File: src/design/ssdf_ram.sv
// Generic single-write, single-read RAM with registered read data.
module ssdf_ram #(
  parameter int unsigned WIDTH = 8,
  parameter int unsigned DEPTH = 2
) (
  input  logic                     clk_i,
  input  logic                     we_i,
  input  logic [$clog2(DEPTH)-1:0] waddr_i,
  input  logic [WIDTH-1:0]         wdata_i,
  input  logic                     re_i,
  input  logic [$clog2(DEPTH)-1:0] raddr_i,
  output logic [WIDTH-1:0]         rdata_o
);

  logic [WIDTH-1:0] mem_q [DEPTH];
  logic [WIDTH-1:0] rdata_q;

  // Write one entry
  always_ff @(posedge clk_i) begin
    if (we_i) begin
      mem_q[waddr_i] <= wdata_i;
    end
  end

  // Register the read data, hold it while no read is issued
  always_ff @(posedge clk_i) begin
    if (re_i) begin
      rdata_q <= mem_q[raddr_i];
    end
  end

  assign rdata_o = rdata_q;

endmodule

File: config.mk
export PLATFORM = sky130hd
export DESIGN_NAME = ssdf_ram
export DESIGN_NICKNAME = d
export VERILOG_FILES = /design/src/design/ssdf_ram.sv
export SDC_FILE = /design/constraint.sdc
export NUM_CORES = 1
export LEC_CHECK = 0
export BUFFER_PORTS_ARGS = -buffer_cell sky130_fd_sc_hd__buf_4
export CAP_MARGIN = 20
export CORE_MARGIN = 5
export CORE_UTILIZATION = 40
export CTS_CLUSTER_SIZE = 25
export DETAILED_ROUTE_END_ITERATION = 6
export SLEW_MARGIN = 20
export SYNTH_ARGS = -nofsm -noshare
export SYNTH_HDL_FRONTEND = slang
export SYNTH_SLANG_ARGS = --single-unit
export TNS_END_PERCENT = 50
File: constraint.sdc
create_clock -name clk_i -period 1.35 [get_ports clk_i]
set_input_delay 0.27 -clock clk_i [delete_from_list [all_inputs] [get_ports clk_i]]
set_output_delay 0.27 -clock clk_i [all_outputs]
set_load 0.005 [all_outputs]
==> metrics.md <==
| Metric | Value |
|---|---|
| Max-cap viol count | 0 |
| FP Rows | 16 |
| # DRC | 0 |
| Clk slew on worst S/H paths | approximately 0.12 ns |
| Worst endpoint required time | between 1 and 1.5 ns |
| Worst Skew | between 0.008 and 0.009 ns |
| Critical path capture point type | primary output |
| DR iter-0 viols | 3 |
| Mapped Nets | 48 |
| GRT overflow | 0 |
| Clk_lat worst skew | about 0.30 ns |
| Final nets | 73 |
| Placer Congestion | 0.5774 |
| # Post-CTS Setup Buffers | 0 |
| Die width | 56.49 microns |
| Commonest non-fill, non-tap cell in the layout | edfxtp_1 |
| Reg2reg end | rdata_o[5]$_DFFE_PP_ |
| Fin. max-slew vios | 0 |
| Register bit count reported by yosys | 24 |
| TritonCTS buffer count | 3 |
| DP Area | between 1000 and 1500 sq um |
| Top Ports | 21 |
| Worst hold path startpoint | wdata_i[4] |
| CP max stage delay | around 0.39 ns |
| Post-layout min period | 1.097 ns |
| Initial antenna violation count | 0 |
| Cell Chain, Critical Path | buf_4 |
| Starting Density | around 43% |
| Yosys cell types | 5 |
| Pwr dens | between 1000 and 1500 nW/um^2 |
| Reg-to-Reg Start | mem_q[1][5]$_DFFE_PP_ |
| Critical path's slowest cell | edfxtp_1 |
| Die area | between 3000 and 4000 sq um |
| Sequential-to-total area share from yosys stat | between 80 and 90% |
| Core Footprint | 2002 sq um |
| R2r setup slk | roughly 0.46 ns |
| H-tree depth | 1 |
| Crit path max-delay family | flip-flops |
| Vias/cell | ~4.4 |
| PortBufs | 20 |
| Cell area after layout | between 1000 and 1500 sq um |
| Total GRT Usage | under 10% |
| Die height | around 56 microns |
| Drt wl/cell | approximately 13 microns |
| Worst setup SP type | flop |
| Crit Path Class | flop to primary output |
| Final clock period utilization by the worst path | between 80% and 90% |
| Worst hold path type | input port to flop |
| First-pass GRT wire length | between 1500 and 2000 microns |
| Actual slew at the worst max-slew pin | approximately 0.35 ns |
| CTS tree | built |
| Vias in the first global route | 397 |
| Crit-path max FO | 1 |
| DRT Pass-1 Iters | 2 |
| WHS Path Cells | 1 |
| Status | finished clean |
| Post-CTS Hold Buffers | 0 |
| Share of cells above drive strength 1 | between 50 and 60% |
| Root Driver | clkbuf_4 |
| Hold Violations, Final | 0 |
| Antenna diode count | 0 |
| Setup violators final | 0 |
| Most frequent cells in the layout | edfxtp_1, buf_4, mux2_4, clkbuf_4 |
| Leakage power | 0.4156 nW |
| Peak VDD IR | approximately 0.72 mV |
| Place WS | 0.3130 ns |
| Syn_area_per_cell | between 20 and 25 sq um |
| Final setup TNS | 0 ns |
| Final setup margin | 0.2531 ns |
| Arr. time, crit path | 0.83 ns |
| Worst R2R Path Depth | 1 |
| Final Core Density | 53.50% |
| Clock Tree Buf Depth | 2 |
| Via count | 381 |
| Largest net degree at the start of global routing | 14 |
| P&R area growth vs syn | 23.88% |
| Antenna viol nets, final | 0 |
| Syn Inst Count | 35 |
| Post-CTS sizing | 0 |
| Max transition margin | between 70% and 80% |
| Cell area after synthesis | between 800 and 900 sq um |
| FMAX | roughly 910 MHz |
| Post-Route WL | 1093 microns |
| Ys Warns | 0 |
| Clock Sinks | 24 |
| WP buf/inv | 1 |
| RSZ-0062 raised after global routing | false |
| Hold EP | mem_q[1][4]$_DFFE_PP_ |
routing by layer:
metal / share of wire, % / wire length [microns] / vias to the layer above / GRT usage (%)
met5: 0 / 0 / - / 0
met4: 1.1 / 12 / 0 / 6.102
met3: 8.1 / 88 / 2 / 2.294
met2: 49 / 538 / 15 / 12.38
met1: 41 / 453 / 180 / 7.918
li1: - / - / 184 / -
power by group:
part | switching [W] | internal [W]
registers | 0.0000118 | 0.000879
clock network | 0.000193 | 0.000108
logic | 0.0000410 | 0.0000766
cell type report:
| type | count | area [sq um] |
|---|---|---|
| clock buffer | 3 | 22.52 |
| sequential | 24 | 720.7 |
| fill | 175 | 930.9 |
| clock inverter | 1 | 3.754 |
| timing repair buffer | 21 | 157.7 |
| tap | 27 | 33.78 |
| multi-input combinational | 10 | 132.6 |
sequential cells by signal (all words and copies together) (netlist names):
signal / flops
rdata_o: 8
mem_q: 16
stage by stage:
| step | std cells | power, W | hold slack [ns] |
|---|---|---|---|
| 2_1_floorplan | 35 | 0.0009605 | 0.3689 |
| 3_3_place_gp | 82 | 0.001026 | 0.4573 |
| 3_5_place_dp | 82 | 0.001029 | 0.4576 |
| 4_1_cts | 86 | 0.001324 | 0.1298 |
| 5_1_grt | 86 | 0.001363 | 0.1242 |
| 6_report | 86 | 0.001309 | 0.1414 |
cell usage after synthesis (all sizes together):
cell type	number	share of area (%)
edfxtp	24	83
mux2	8	14
nor2b	1	0.72
and2	1	0.72
buf	1	1.3
logic make-up (layout without fill, tap and decap cells):
family	count (synthesis)	count (layout)	synth area share (%)
buffers and inverters	1	25	1.302
flip-flops	24	24	83.36
multiplexers	8	8	13.89
AND/OR/NAND/NOR	2	2	1.448
worst max path at each step:
stage                                    start                    end  slack (ns)  cells past startpoint
after detailed placement               raddr_i   rdata_o[0]$_DFFE_PP_        0.31                      2
final                     rdata_o[5]$_DFFE_PP_             rdata_o[5]        0.25                      1
after floorplan                           we_i  mem_q[0][0]$_DFFE_PP_        0.29                      1
after CTS                 rdata_o[5]$_DFFE_PP_             rdata_o[5]        0.23                      1
after global placement                 raddr_i   rdata_o[0]$_DFFE_PP_        0.32                      2
after global routing      rdata_o[1]$_DFFE_PP_             rdata_o[1]        0.19                      1
No activity file was read; power rests on OpenSTA's default activity.
